===== src/rtl/dshd_pkg.sv =====
`timescale 1ns / 1ps
// ----------------------------------------------------------------------------
// dshd_pkg
// Types and constants shared by the subevent hit decoder modules.
// ----------------------------------------------------------------------------
package dshd_pkg;

   localparam int WORD_W       = 32;
   localparam int TARGET_W     = 31;
   localparam int MAX_RESULTS  = 5;
   localparam int RESULT_CNT_W = 3;

   localparam logic [TARGET_W-1:0] TARGET_RESET = 31'd1;

   // Byte codes, found in bits 6:4 of each data byte.
   localparam logic [2:0] CODE_END     = 3'd0;
   localparam logic [2:0] CODE_HIT     = 3'd4;
   localparam logic [2:0] CODE_STEP    = 3'd5;
   localparam logic [2:0] CODE_HIT_ROW = 3'd6;
   localparam logic [2:0] CODE_ROW     = 3'd7;

   typedef enum logic [2:0] {
      KIND_HIT     = 3'd0,
      KIND_DONE    = 3'd1,
      KIND_EARLY   = 3'd2,
      KIND_NO_END  = 3'd3,
      KIND_UNKNOWN = 3'd4
   } kind_type;

   typedef struct packed {
      kind_type    kind;
      logic [7:0]  slice;
      logic [7:0]  column;
      logic [7:0]  row;
      logic [3:0]  channel;
      logic [15:0] hit_count;
   } result_type;

   // All results caused by one word, in order, and how many are valid.
   typedef struct packed {
      result_type [MAX_RESULTS-1:0] slot;
      logic [RESULT_CNT_W-1:0]      count;
   } batch_type;

   function automatic result_type make_result(input kind_type    kind,
                                              input logic [7:0]  slice,
                                              input logic [7:0]  column,
                                              input logic [7:0]  row,
                                              input logic [3:0]  channel,
                                              input logic [15:0] hit_count);
      result_type r;
      r.kind      = kind;
      r.slice     = slice;
      r.column    = column;
      r.row       = row;
      r.channel   = channel;
      r.hit_count = hit_count;
      return r;
   endfunction

endpackage


===== src/rtl/dshd_decode.sv =====
`timescale 1ns / 1ps
// ----------------------------------------------------------------------------
// dshd_decode
// Event walker and byte decoder: holds the parse state and produces the
// results of one word in a single pass.
// ----------------------------------------------------------------------------
module dshd_decode
   import dshd_pkg::*;
(
   input  logic                clock,
   input  logic                reset,
   input  logic                step,
   input  logic [WORD_W-1:0]   word,
   input  logic                first_word,
   input  logic [TARGET_W-1:0] target_id,
   output batch_type           batch
);

   typedef enum logic [2:0] {
      PH_WAIT,
      PH_HEADER,
      PH_ID,
      PH_SIZE_SKIP,
      PH_SIZE_MATCH,
      PH_SKIP,
      PH_COUNT,
      PH_DATA
   } phase_type;

   phase_type         phase_ff, phase_in, next_rec;
   logic [1:0]        hdr_idx_ff, hdr_idx_in;
   logic [WORD_W-1:0] sub_left_ff, sub_left_in;
   logic [WORD_W-1:0] skip_left_ff, skip_left_in;
   logic [WORD_W-1:0] bytes_left_ff, bytes_left_in;
   logic [7:0]        slice_ff, slice_in;
   logic [7:0]        column_ff, column_in;
   logic [7:0]        row_ff, row_in;
   logic [15:0]       hits_ff, hits_in;

   // Walk temporaries.
   logic [2:0]              avail;
   logic [2:0]              used;
   logic                    live;
   logic [7:0]              byte_v;
   logic [2:0]              code_v;
   logic [3:0]              chan_v;
   logic [RESULT_CNT_W-1:0] n;
   logic                    word_empty;

   assign word_empty = word[WORD_W-1] || (word == '0);
   assign next_rec   = (sub_left_ff == '0) ? PH_WAIT : PH_ID;

   always_comb begin
      phase_in      = phase_ff;
      hdr_idx_in    = hdr_idx_ff;
      sub_left_in   = sub_left_ff;
      skip_left_in  = skip_left_ff;
      bytes_left_in = bytes_left_ff;
      slice_in      = slice_ff;
      column_in     = column_ff;
      row_in        = row_ff;
      hits_in       = hits_ff;
      batch         = '0;
      n             = '0;
      avail         = (bytes_left_ff > 32'd3) ? 3'd4 : bytes_left_ff[2:0];
      used          = '0;
      live          = 1'b1;
      byte_v        = '0;
      code_v        = '0;
      chan_v        = '0;

      if (first_word) begin
         // A flagged word always starts a new event, dropping any in progress.
         phase_in   = PH_HEADER;
         hdr_idx_in = 2'd1;
      end else begin
         unique case (phase_ff)
            PH_WAIT: begin
            end
            PH_HEADER: begin
               if (hdr_idx_ff != 2'd3) begin
                  hdr_idx_in = hdr_idx_ff + 2'd1;
               end else begin
                  hdr_idx_in  = '0;
                  sub_left_in = word[WORD_W-1] ? '0 : word;
                  phase_in    = word_empty ? PH_WAIT : PH_ID;
               end
            end
            PH_ID: begin
               phase_in    = (word == {1'b0, target_id}) ? PH_SIZE_MATCH : PH_SIZE_SKIP;
               sub_left_in = sub_left_ff - 32'd1;
            end
            PH_SIZE_SKIP: begin
               skip_left_in = word[WORD_W-1] ? '0 : word;
               phase_in     = word_empty ? next_rec : PH_SKIP;
            end
            PH_SKIP: begin
               skip_left_in = skip_left_ff - 32'd1;
               if (skip_left_ff == 32'd1) begin
                  phase_in = next_rec;
               end
            end
            PH_SIZE_MATCH: begin
               phase_in = PH_COUNT;
            end
            PH_COUNT: begin
               slice_in  = '0;
               column_in = '0;
               row_in    = '0;
               hits_in   = '0;
               if (word_empty) begin
                  bytes_left_in = '0;
                  batch.slot[0] = make_result(KIND_NO_END, 8'd0, 8'd0, 8'd0, 4'd0, 16'd0);
                  n             = 3'd1;
                  phase_in      = PH_WAIT;
               end else begin
                  bytes_left_in = word;
                  phase_in      = PH_DATA;
               end
            end
            PH_DATA: begin
               // Bytes go from bit 7:0 upward; the walk stops at an end code.
               for (int b = 0; b < 4; b++) begin
                  if (live && (3'(b) < avail)) begin
                     byte_v = word[8*b +: 8];
                     code_v = byte_v[6:4];
                     chan_v = byte_v[3:0];
                     used   = used + 3'd1;
                     unique case (code_v)
                        CODE_END: begin
                           batch.slot[n] = make_result(
                              (bytes_left_ff != 32'(b + 1)) ? KIND_EARLY : KIND_DONE,
                              slice_in, column_in, row_in, 4'd0, hits_in);
                           n             = n + 3'd1;
                           live          = 1'b0;
                           bytes_left_in = '0;
                           phase_in      = PH_WAIT;
                        end
                        CODE_HIT: begin
                           batch.slot[n] = make_result(KIND_HIT, slice_in, column_in,
                                                       row_in, chan_v, hits_in);
                           n             = n + 3'd1;
                           if (hits_in != 16'hffff) begin
                              hits_in = hits_in + 16'd1;
                           end
                        end
                        CODE_STEP: begin
                           row_in = '0;
                           if (chan_v != 4'd0) begin
                              column_in = '0;
                              slice_in  = slice_in + 8'd1;
                           end else begin
                              column_in = column_in + 8'd1;
                           end
                        end
                        CODE_HIT_ROW: begin
                           batch.slot[n] = make_result(KIND_HIT, slice_in, column_in,
                                                       row_in, chan_v, hits_in);
                           n             = n + 3'd1;
                           row_in        = row_in + 8'd1;
                        end
                        CODE_ROW: begin
                           row_in = row_in + 8'd1;
                        end
                        default: begin
                           batch.slot[n] = make_result(KIND_UNKNOWN, slice_in, column_in,
                                                       row_in, chan_v, hits_in);
                           n             = n + 3'd1;
                        end
                     endcase
                  end
               end
               if (live) begin
                  bytes_left_in = bytes_left_ff - {29'd0, used};
                  if (bytes_left_ff == {29'd0, used}) begin
                     batch.slot[n] = make_result(KIND_NO_END, slice_in, column_in,
                                                 row_in, 4'd0, hits_in);
                     n             = n + 3'd1;
                     phase_in      = PH_WAIT;
                  end
               end
            end
         endcase
      end
      batch.count = n;
   end

   always_ff @(posedge clock) begin
      if (reset) begin
         phase_ff      <= PH_WAIT;
         hdr_idx_ff    <= '0;
         sub_left_ff   <= '0;
         skip_left_ff  <= '0;
         bytes_left_ff <= '0;
         slice_ff      <= '0;
         column_ff     <= '0;
         row_ff        <= '0;
         hits_ff       <= '0;
      end else if (step) begin
         phase_ff      <= phase_in;
         hdr_idx_ff    <= hdr_idx_in;
         sub_left_ff   <= sub_left_in;
         skip_left_ff  <= skip_left_in;
         bytes_left_ff <= bytes_left_in;
         slice_ff      <= slice_in;
         column_ff     <= column_in;
         row_ff        <= row_in;
         hits_ff       <= hits_in;
      end
   end

endmodule


===== src/rtl/detector_subevent_hit_decoder_core.sv =====
`timescale 1ns / 1ps
// ----------------------------------------------------------------------------
// detector_subevent_hit_decoder_core
// Walks the words of an event, finds the subevent with the programmed id and
// turns its packed byte codes into hit and status results.
// ----------------------------------------------------------------------------
//
//   Channel   Direction  Handshake              Beat
//   req_      in         req_valid/req_ready    one 32-bit event word + first flag
//   rsp_      out        rsp_valid/rsp_ready    one hit or status result
//   csr_      in         csr_wr_en              target subevent id, no wait
//
// A word that causes k results (at most 5) holds the result stage until all
// k are taken, so words flow at one per cycle until they start producing
// results or rsp_ready stalls; the single result port (one beat per cycle)
// then sets the rate. Words pass the input register, then the result queue.
// The input register takes the next word while results of the previous one
// are still draining, and reloads in the cycle the last of them is taken.
// Reset clears the parse state, the queue and the target id (to 1).
//
module detector_subevent_hit_decoder_core
   import dshd_pkg::*;
(
   input  logic                clock,
   input  logic                reset,
   // Input words.
   input  logic                req_valid,
   output logic                req_ready,
   input  logic [WORD_W-1:0]   req_word,
   input  logic                req_first_word,
   // Results.
   output logic                rsp_valid,
   input  logic                rsp_ready,
   output logic [2:0]          rsp_kind,
   output logic [7:0]          rsp_slice,
   output logic [7:0]          rsp_column,
   output logic [7:0]          rsp_row,
   output logic [3:0]          rsp_channel,
   output logic [15:0]         rsp_hit_count,
   output logic                rsp_last,
   // Configuration.
   input  logic                csr_wr_en,
   input  logic [TARGET_W-1:0] csr_wr_data
);

   // Target subevent id register.
   logic [TARGET_W-1:0] target_ff;

   // Input register: one word waiting to be decoded.
   logic                in_valid_ff;
   logic [WORD_W-1:0]   in_word_ff;
   logic                in_first_ff;

   // Result queue: slot 0 is presented on the port; the rest shift down on
   // every taken beat that loads no new batch. It only ever holds the results of one word.
   result_type [MAX_RESULTS-1:0] slot_ff;
   logic [RESULT_CNT_W-1:0]      count_ff;

   batch_type batch;
   logic      pop;
   logic      queue_free;
   logic      advance;

   assign pop        = rsp_valid && rsp_ready;
   // The queue can take a new batch when it is empty or its last beat leaves now.
   assign queue_free = (count_ff == '0) || ((count_ff == 3'd1) && rsp_ready);
   assign advance    = in_valid_ff && queue_free;
   assign req_ready  = !in_valid_ff || advance;

   dshd_decode u_decode (
      .clock      (clock),
      .reset      (reset),
      .step       (advance),
      .word       (in_word_ff),
      .first_word (in_first_ff),
      .target_id  (target_ff),
      .batch      (batch)
   );

   always_ff @(posedge clock) begin
      if (reset) begin
         target_ff <= TARGET_RESET;
      end else if (csr_wr_en) begin
         target_ff <= csr_wr_data;
      end
   end

   always_ff @(posedge clock) begin
      if (reset) begin
         in_valid_ff <= 1'b0;
      end else if (req_ready) begin
         in_valid_ff <= req_valid;
      end
   end

   always_ff @(posedge clock) begin
      if (req_valid && req_ready) begin
         in_word_ff  <= req_word;
         in_first_ff <= req_first_word;
      end
   end

   always_ff @(posedge clock) begin
      if (reset) begin
         count_ff <= '0;
      end else if (advance) begin
         count_ff <= batch.count;
      end else if (pop) begin
         count_ff <= count_ff - 3'd1;
      end
   end

   always_ff @(posedge clock) begin
      if (advance) begin
         slot_ff <= batch.slot;
      end else if (pop) begin
         for (int i = 0; i < MAX_RESULTS - 1; i++) begin
            slot_ff[i] <= slot_ff[i+1];
         end
      end
   end

   assign rsp_valid     = (count_ff != '0);
   assign rsp_last      = (count_ff == 3'd1);
   assign rsp_kind      = slot_ff[0].kind;
   assign rsp_slice     = slot_ff[0].slice;
   assign rsp_column    = slot_ff[0].column;
   assign rsp_row       = slot_ff[0].row;
   assign rsp_channel   = slot_ff[0].channel;
   assign rsp_hit_count = slot_ff[0].hit_count;

endmodule


===== config.mk =====
export PLATFORM = sky130hd
export DESIGN_NAME = detector_subevent_hit_decoder_core
export DESIGN_NICKNAME = d
export VERILOG_FILES = /design/src/rtl/dshd_pkg.sv /design/src/rtl/dshd_decode.sv /design/src/rtl/detector_subevent_hit_decoder_core.sv
export SDC_FILE = /design/constraint.sdc
export NUM_CORES = 1
export LEC_CHECK = 0
export BUFFER_PORTS_ARGS = -buffer_cell sky130_fd_sc_hd__buf_2
export CORE_UTILIZATION = 29
export CTS_BUF_LIST = sky130_fd_sc_hd__clkbuf_16
export DETAILED_ROUTE_END_ITERATION = 8
export GPL_TIMING_DRIVEN = 0
export PLACE_DENSITY = 0.47
export SYNTH_ARGS = -nofsm -noshare
export SYNTH_HDL_FRONTEND = slang
export SYNTH_SLANG_ARGS = --single-unit

===== constraint.sdc =====
create_clock -name clock -period 9.8 [get_ports clock]
set_clock_uncertainty 0.05 [all_clocks]
set_input_delay 0.49 -clock clock [delete_from_list [all_inputs] [get_ports clock]]
set_output_delay 0.49 -clock clock [all_outputs]
set_load 0.05 [all_outputs]

==> flow_metrics.py, run 1 <==
metrics = {
    "logic_synthesis": {
        "synth-async-reset-ratio_pct": 0,
        "syn_area_per_cell_um2": 8.041,
        "synth.net_count": 3980,
        "ys.flop_type": "edfxtp_1",
        "yosys_warnings": 0,
        "ys_ff_latch": 444,
        "synth_edf_count": 268,
        "synth_top_cell_by_area": "edfxtp_1",
        "most_frequent_cells_after_synthesis": "nand2_1, nor2_1, o21ai_0",
        "post-synth-top-count-cell": "nand2_1",
        "yosysSeqAreaShare_pct": 37.15,
        "share_of_the_synthesized_area_in_the_top_cell_type_pct": 25.83,
        "synth_area_leaders": "edfxtp_1, dfxtp_1, o21ai_0",
        "synth_cell_types": 98,
        "synth_cells": 3874,
        "post_synth_instance_area_um2": 31150,
    },
    "floorplanning": {
        "num_io_pins": 119,
        "design.die.area_um2": 108700,
        "die_width_um": 329.7,
        "design.core.area_um2": 105900,
        "die_y_um": 329.7,
        "floorplan.rows": 119,
        "floorplan.initialDensity_pct": 29.43,
    },
    "critical_path": {
        "timing.critical_path.arrival_ns": 10.23,
        "cp.buffers_inverters": 12,
        "critPathMaxFanout": 10,
        "worst_r2r_path_depth": 25,
        "crit_end_element": "flop",
        "critical-path-slowest-cell": "clkbuf_1",
        "cp.depth": 25,
        "most_frequent_cell_on_critical_path": "clkbuf_1",
        "cpPeakStageDelay_ns": 1.03,
        "cpLargestDelayFamily": "buffers and inverters",
        "setup.worst_path.class": "reg2reg",
        "worstSetupStartpointType": "flop",
        "cp.required_ns": 10.27,
    },
    "place": {
        "detailedPlace.worstSlack_ns": -1.489,
        "place_inst": 5386,
        "detailed_place_hpwl_um": 139600,
        "globalplace.congestion": 1.035,
        "buffer_ports.inserted": 116,
    },
    "power_and_ir_drop": {
        "seq_power_share_pct": 42.0,
        "vdd_ir_drop_max_v": 0.0001248,
        "internal_power_w": 0.004238,
        "power_density_nw_per_um2": 180.3,
        "total_switching_power_w": 0.002296,
        "comb_power_share_pct": 25.4,
        "clock_power_share_pct": 32.7,
        "swShare_pct": 35.13,
        "post-layout-total-power_w": 0.006534,
        "total_leakage_power_nw": 12.30,
    },
    "timing": {
        "worst_slew_pin_slew_ns": 1.524,
        "report.final.slew_viol_count": 5,
        "hold_viol": 0,
        "period_needed_ns": 9.759,
        "timing.final.setup_violations": 0,
        "max_freq_ghz": 0.1025,
        "layout_worst_path_cycle_share_pct": 99.58,
        "rsz0062_at_grt": "true",
        "setup_slack_ns": 0.04124,
        "timing.max_slew.rel_slack_pct": -2.647,
    },
    "grt": {
        "vias_in_the_first_global_route": 32163,
        "globalRouteTotalUtil_pct": 32.63,
        "grt_pass1_wl_um": 251900,
        "grt_antenna_before_repair": 5,
        "grt-ovfl-total": 0,
        "grt_start_max_net_pins": 109,
    },
    "clocking": {
        "tritoncts.num_buffers": 56,
        "cts-htree-levels": 2,
        "max-clock-path-buffers": 3,
        "tritoncts_clock_tree": "done",
        "ctsRootBufferMaster": "clkbuf_16",
        "clock-sinks": 444,
        "clk_pin_slew_ns": 0.07,
        "worst_skew_pair.late_latency_ns": 0.70,
    },
    "hold_path": {
        "hold-path-cell-count": 3,
        "hold_class": "in2reg",
    },
    "final_layout": {
        "layout-drive-gt1-share_pct": 9.152,
        "area_grow_syn2layout_pct": 16.33,
        "final-seq-area_um2": 11570,
        "final_core_utilization_pct": 34.23,
        "final.fill_count": 11209,
        "post_layout_nonfiller_instances": 5559,
        "design.final.nets": 4223,
        "multi_input_area_um2": 18110,
    },
    "detailed_routing": {
        "number_of_nets_still_failing_antenna_checks_after_routing": 0,
        "detailedRoute.firstPassIterationCount": 6,
        "route.vias.total": 34750,
        "drc_errors": 0,
        "postRouteWirelength_um": 182500,
        "post_drt_wl_per_cell_um": 32.83,
        "dr.first_iter.drc_count": 4549,
        "route.detailed.vias_per_inst": 6.251,
    },
    "outcome": {
        "failing_checks": "capacitance limit, slew limit",
        "outcome": "finished, violations left",
    },
    "run": {
        "max_cap_viol_count": 1,
    },
}
[metal layers]
layer,global-route usage [%],part of all wire [%]
met3,7.380,9.6
met1,43.24,42
met4,16.77,5.8
met2,49.45,43
met5,0,0.0088
[stage by stage]
stage               hold WS (ns)  cell area [um^2]  setup TNS, ns
finish                   0.01905             36240              0
floorplan                 0.3764             31150              0
global route             0.03627             36230       -0.03579
detailed placement        0.3987             33610         -76.61
CTS                     0.001447             36090       -0.02239
global placement          0.3950             33470         -94.48
[timing repair]
action	in CTS	in global routing
hold endpoints to repair	57	0
hold buffers	57	0
pin swaps	2	2
setup buffers	4	4
setup endpoints to repair	152	151
gates resized for setup	19	24
[final timing paths]
| check | start | to | slack (ns) |
|---|---|---|---|
| hold reg to reg | u_decode.skip_left_ff[18] | u_decode.skip_left_ff[18] | 0.41 |
| setup / recovery | u_decode.bytes_left_ff[26] | slot_ff[94] | 0.04 |
| hold / removal | csr_wr_data[17] | target_ff[17] | 0.02 |
| setup reg to reg | u_decode.bytes_left_ff[26] | slot_ff[94] | 0.04 |
[worst reg2reg max path, stage by stage, from the launching register on]
cell	delay [ns]
dfxtp_1	0.36
or4_1	0.59
or2_2	0.30
clkbuf_1	0.19
nor4_4	0.27
buf_4	0.20
inv_2	0.05
buf_2	0.18
clkbuf_2	0.30
nand2_2	0.36
inv_1	0.13
clkbuf_1	0.36
buf_1	0.42
ha_1	0.39
a21oi_1	0.34
xor2_1	0.36
clkbuf_1	0.48
clkinv_1	0.45
ha_1	0.41
nor2_1	0.04
or2_2	0.30
clkbuf_1	0.24
nor3_1	0.89
clkbuf_1	1.03
nand2_1	0.58
o21ai_0	0.31
[state kept, by name, summed over array words and instances, names as in the netlist]
| register | flops |
|---|---|
| slot_ff | 188 |
| in_word_ff | 32 |
| u_decode.bytes_left_ff | 32 |
| u_decode.skip_left_ff | 32 |
| u_decode.sub_left_ff | 32 |
| target_ff | 31 |
| rsp_hit_count | 16 |
| u_decode.hits_ff | 16 |
| rsp_column | 8 |
| rsp_row | 8 |
| rsp_slice | 8 |
| u_decode.column_ff | 8 |
| u_decode.row_ff | 8 |
| u_decode.slice_ff | 8 |
| rsp_channel | 4 |
| count_ff | 3 |
| rsp_kind | 3 |
| u_decode.phase_ff | 3 |
| u_decode.hdr_idx_ff | 2 |
| in_first_ff | 1 |
| in_valid_ff | 1 |
[cell usage in the layout (no fill, tap or decap), types with 37 or more instances in the layout]
master         count
dfxtp_1          176
nand4_1           51
nand2_1          443
mux2i_1           45
xor2_1            45
o221ai_1          37
clkbuf_1         261
o21ai_0          355
inv_1             64
a221oi_1          41
xnor2_1           68
buf_4             58
a211oi_1          79
clkbuf_16         57
nand3_1          131
nor3_1           160
nand2b_1          51
a21oi_1          270
edfxtp_1         268
dlygate4sd3_1     57
nor4_1            53
nor2_1           393
a22o_1            48
a22oi_1           84
o211ai_1          53
buf_2            126
o22ai_1           64
a31oi_1           40
[power groups by stage]
stage	Combinational (W)	Clock, W	Sequential [W]
2_1_floorplan	0.00108	0	0.00274
3_3_place_gp	0.00159	0	0.00286
3_5_place_dp	0.00162	0	0.00277
4_1_cts	0.00164	0.00215	0.00274
5_1_grt	0.00175	0.00221	0.00278
6_report	0.00166	0.00213	0.00274
[layout make-up]
type,count,area share (%)
multi-input combinational,3035,49.97
sequential,444,31.93
tap,1391,4.803
buffer,336,4.071
clock buffer,57,3.936
timing repair buffer,186,3.598
clock inverter,47,1.039
inverter,58,0.6215
antenna,5,0.03453
[logic make-up (layout without fill, tap and decap cells)]
logic type | after synthesis | count (layout) | synth area share [%]
compound gates | 1318 | 1318 | 27.58
xor+xnor | 120 | 120 | 3.422
fa+ha+maj | 37 | 37 | 1.510
buf+inv | 395 | 684 | 5.410
flops | 444 | 444 | 37.15
mux | 62 | 62 | 2.068
other cells | 0 | 5 | 0
simple gates | 1498 | 1498 | 22.87
No activity file was read; power rests on OpenSTA's default activity.
==> run 2: changes to the inputs <==
ABC_AREA = 1   (was unset)
==> run 2 against run 1 <==
- the run still ends with capacitance limit, slew limit left
- sequential power increased by 4%
- fmax increased by 4.9%
- first-iteration DRC count decreased by 2.1%
- wire length decreased by 4.5%
- global-route usage decreased by 2.0 points
- core utilization decreased by 0.22 points
- hold slack about the same
- critical path depth increased by 6
- clock power increased by 7%
- synthesized area increased by 1.2%
- non-clock buffer count decreased by 81
- power increased by 8.0%
- largest cell class unchanged
- largest power group unchanged
- highest routed layer unchanged
==> flow_metrics.py, run 2 <==
metrics = {
    "outcome": {
        "outcome": "finished, violations left",
        "failing_checks": "capacitance limit, slew limit",
    },
    "floorplanning": {
        "die_width_um": 331.6,
        "floorplan.rows": 120,
        "design.core.area_um2": 107400,
        "floorplan.initialDensity_pct": 29.35,
        "die_y_um": 331.6,
        "num_io_pins": 119,
        "design.die.area_um2": 110000,
    },
    "detailed_routing": {
        "postRouteWirelength_um": 174400,
        "route.vias.total": 35520,
        "post_drt_wl_per_cell_um": 28.33,
        "drc_errors": 0,
        "number_of_nets_still_failing_antenna_checks_after_routing": 0,
        "dr.first_iter.drc_count": 4453,
        "route.detailed.vias_per_inst": 5.770,
        "detailedRoute.firstPassIterationCount": 6,
    },
    "hold_path": {
        "hold_class": "in2reg",
    },
    "critical_path": {
        "cpPeakStageDelay_ns": 0.57,
        "crit_end_element": "flop",
        "worstSetupStartpointType": "flop",
        "cpLargestDelayFamily": "simple AND/OR/NAND/NOR gates",
        "most_frequent_cell_on_critical_path": "inv_1",
        "critPathMaxFanout": 13,
        "cp.buffers_inverters": 12,
        "cp.required_ns": 10.17,
        "setup.worst_path.class": "reg2reg",
        "critical-path-slowest-cell": "clkbuf_2",
        "timing.critical_path.arrival_ns": 9.68,
    },
    "clocking": {
        "worst_skew_pair.late_latency_ns": 0.68,
        "clk_pin_slew_ns": 0.06,
        "ctsRootBufferMaster": "clkbuf_16",
        "clock-sinks": 444,
        "tritoncts.num_buffers": 57,
        "cts_setup_buffers": 0,
        "max-clock-path-buffers": 3,
        "tritoncts_clock_tree": "done",
        "cts-htree-levels": 2,
    },
    "logic_synthesis": {
        "synth_edf_count": 268,
        "post_synth_instance_area_um2": 31510,
        "synth_area_leaders": "edfxtp_1, nand2_1, dfxtp_1",
        "post-synth-top-count-cell": "nand2_1",
        "ys.flop_type": "edfxtp_1",
        "syn_area_per_cell_um2": 7.055,
        "synth-async-reset-ratio_pct": 0,
        "post_synth_mux_area_share_pct": 0.03573,
        "share_of_the_synthesized_area_in_the_top_cell_type_pct": 25.54,
        "synth_cells": 4467,
        "yosys_warnings": 0,
        "synth_top_family_by_area": "simple AND/OR/NAND/NOR gates",
        "yosys.area_share.xor_xnor_pct": 2.414,
        "synth_simple_gate_area_share_pct": 27.07,
        "synth_adder_area_share_pct": 1.493,
        "synth.net_count": 4573,
        "synth_top_cell_by_area": "edfxtp_1",
        "most_frequent_cells_after_synthesis": "nand2_1, nor2_1, inv_1",
        "yosysSeqAreaShare_pct": 36.72,
        "synth_cell_types": 70,
        "ys_ff_latch": 444,
        "synth_compound_gate_area_share_pct": 22.20,
    },
    "timing": {
        "worst_slew_pin_slew_ns": 1.637,
        "totalNegativeSetupSlack_ns": 0,
        "max_freq_ghz": 0.1075,
        "timing.max_slew.rel_slack_pct": -9.140,
        "timing.final.setup_violations": 0,
        "fin_hold_ws_ns": 0.01881,
        "report.final.slew_viol_count": 33,
        "period_needed_ns": 9.303,
        "hold_viol": 0,
        "layout_worst_path_cycle_share_pct": 94.93,
        "rsz0062_at_grt": "false",
    },
    "final_layout": {
        "final.fill_count": 11713,
        "layout-drive-gt1-share_pct": 10.52,
        "mostFrequentLayoutCells": "nand2_1, nor2_1, inv_1",
        "design.final.nets": 4809,
        "area_grow_syn2layout_pct": 15.87,
        "finish.instance_area_um2": 36510,
        "largest_register_ff_count": 188,
        "post_layout_nonfiller_instances": 6156,
        "layout_commonest_cell": "nand2_1",
        "regMostFlops": "slot_ff",
    },
    "place": {
        "place_inst": 5990,
        "instance_area_after_placement_um2": 33960,
        "detailed_place_hpwl_um": 133800,
        "buffer_ports.inserted": 117,
        "globalplace.congestion": 0.9988,
    },
    "power_and_ir_drop": {
        "vdd_ir_drop_max_v": 0.0001803,
        "total_leakage_power_nw": 14.07,
        "power_density_nw_per_um2": 193.3,
    },
    "grt": {
        "grtUsageMet1_pct": 42.04,
        "vias_in_the_first_global_route": 32909,
        "globalRouteTotalUtil_pct": 30.63,
        "global_route.peak_usage_layer": "met2",
        "grt_start_max_net_pins": 106,
        "grt-ovfl-total": 0,
        "grt_antenna_before_repair": 9,
        "gr-usage-met2_pct": 45.07,
        "grt_pass1_wl_um": 243100,
        "groute.layer.met3.usage_pct": 6.501,
    },
    "run": {
        "max_cap_viol_count": 3,
    },
}
run 2: timing repair:
action / 4_1_cts / 5_1_grt
setup endpoints to repair: 14 / 20
hold buffers: 57 / 0
hold endpoints to repair: 57 / 0
gates resized for setup: 1 / 2
run 2: logic make-up after synthesis:
kind of cell               count (synthesis)
and+or+nand+nor                         1970
xor gates and xnor gates                  86
AOI/OAI and AO/OA                       1179
muxes                                      1
buffers and inverters                    750
adders and majority gates                 37
DFF                                      444
run 2: worst reg2reg max path, delay by kind of cell (launching register included):
family          cells  cell delay (ns)
compound gates      3             0.94
simple gates       15             3.77
buf+inv            12             3.43
flops               1             0.53
fa+ha+maj           1             0.33
run 2: metrics by stage:
stage	total power (W)	setup WS [ns]	utilization, %
after detailed placement	0.004792	-0.1714	31.64
after global routing	0.007329	0.4325	34.01
after floorplan	0.004084	3.988	-
after CTS	0.007107	0.2534	34.00
final	0.007059	0.4972	34.01
after global placement	0.004800	-0.1890	31.54
run 2: layout make-up:
type | instances | area (um^2) | area share [%]
repair buffers | 178 | 1244 | 3.406
flip-flops and latches | 444 | 11570 | 31.69
plain buffers | 263 | 1343 | 3.677
multi-input cells | 3273 | 16800 | 46.01
diodes | 2 | 5.005 | 0.01371
well taps | 1403 | 1755 | 4.808
clock inverters | 50 | 538.0 | 1.473
inverters | 486 | 1831 | 5.013
clock buffers | 57 | 1426 | 3.906
run 2: layer usage:
metal  routed length [um]  up-vias
li1                     -    15762
met1                74540    17251
met2                72850     2041
met3                17270      462
met4                 9694        4
met5                   27        -
run 2: path summary, 6_finish.rpt:
| kind | cells after the start | startpoint | endpoint | slack, ns |
|---|---|---|---|---|
| max | 31 | in_word_ff[5] | rsp_kind[0] | 0.50 |
| min | 3 | csr_wr_data[0] | target_ff[0] | 0.02 |
| max reg2reg | 31 | in_word_ff[5] | rsp_kind[0] | 0.50 |
| min reg2reg | 2 | u_decode.skip_left_ff[21] | u_decode.skip_left_ff[21] | 0.43 |
run 2: power breakdown:
group	total, W	switching, W	internal [W]
combinational	0.00193	0.00139	0.000541
sequential	0.00285	0.000167	0.00268
clock	0.00228	0.000938	0.00135
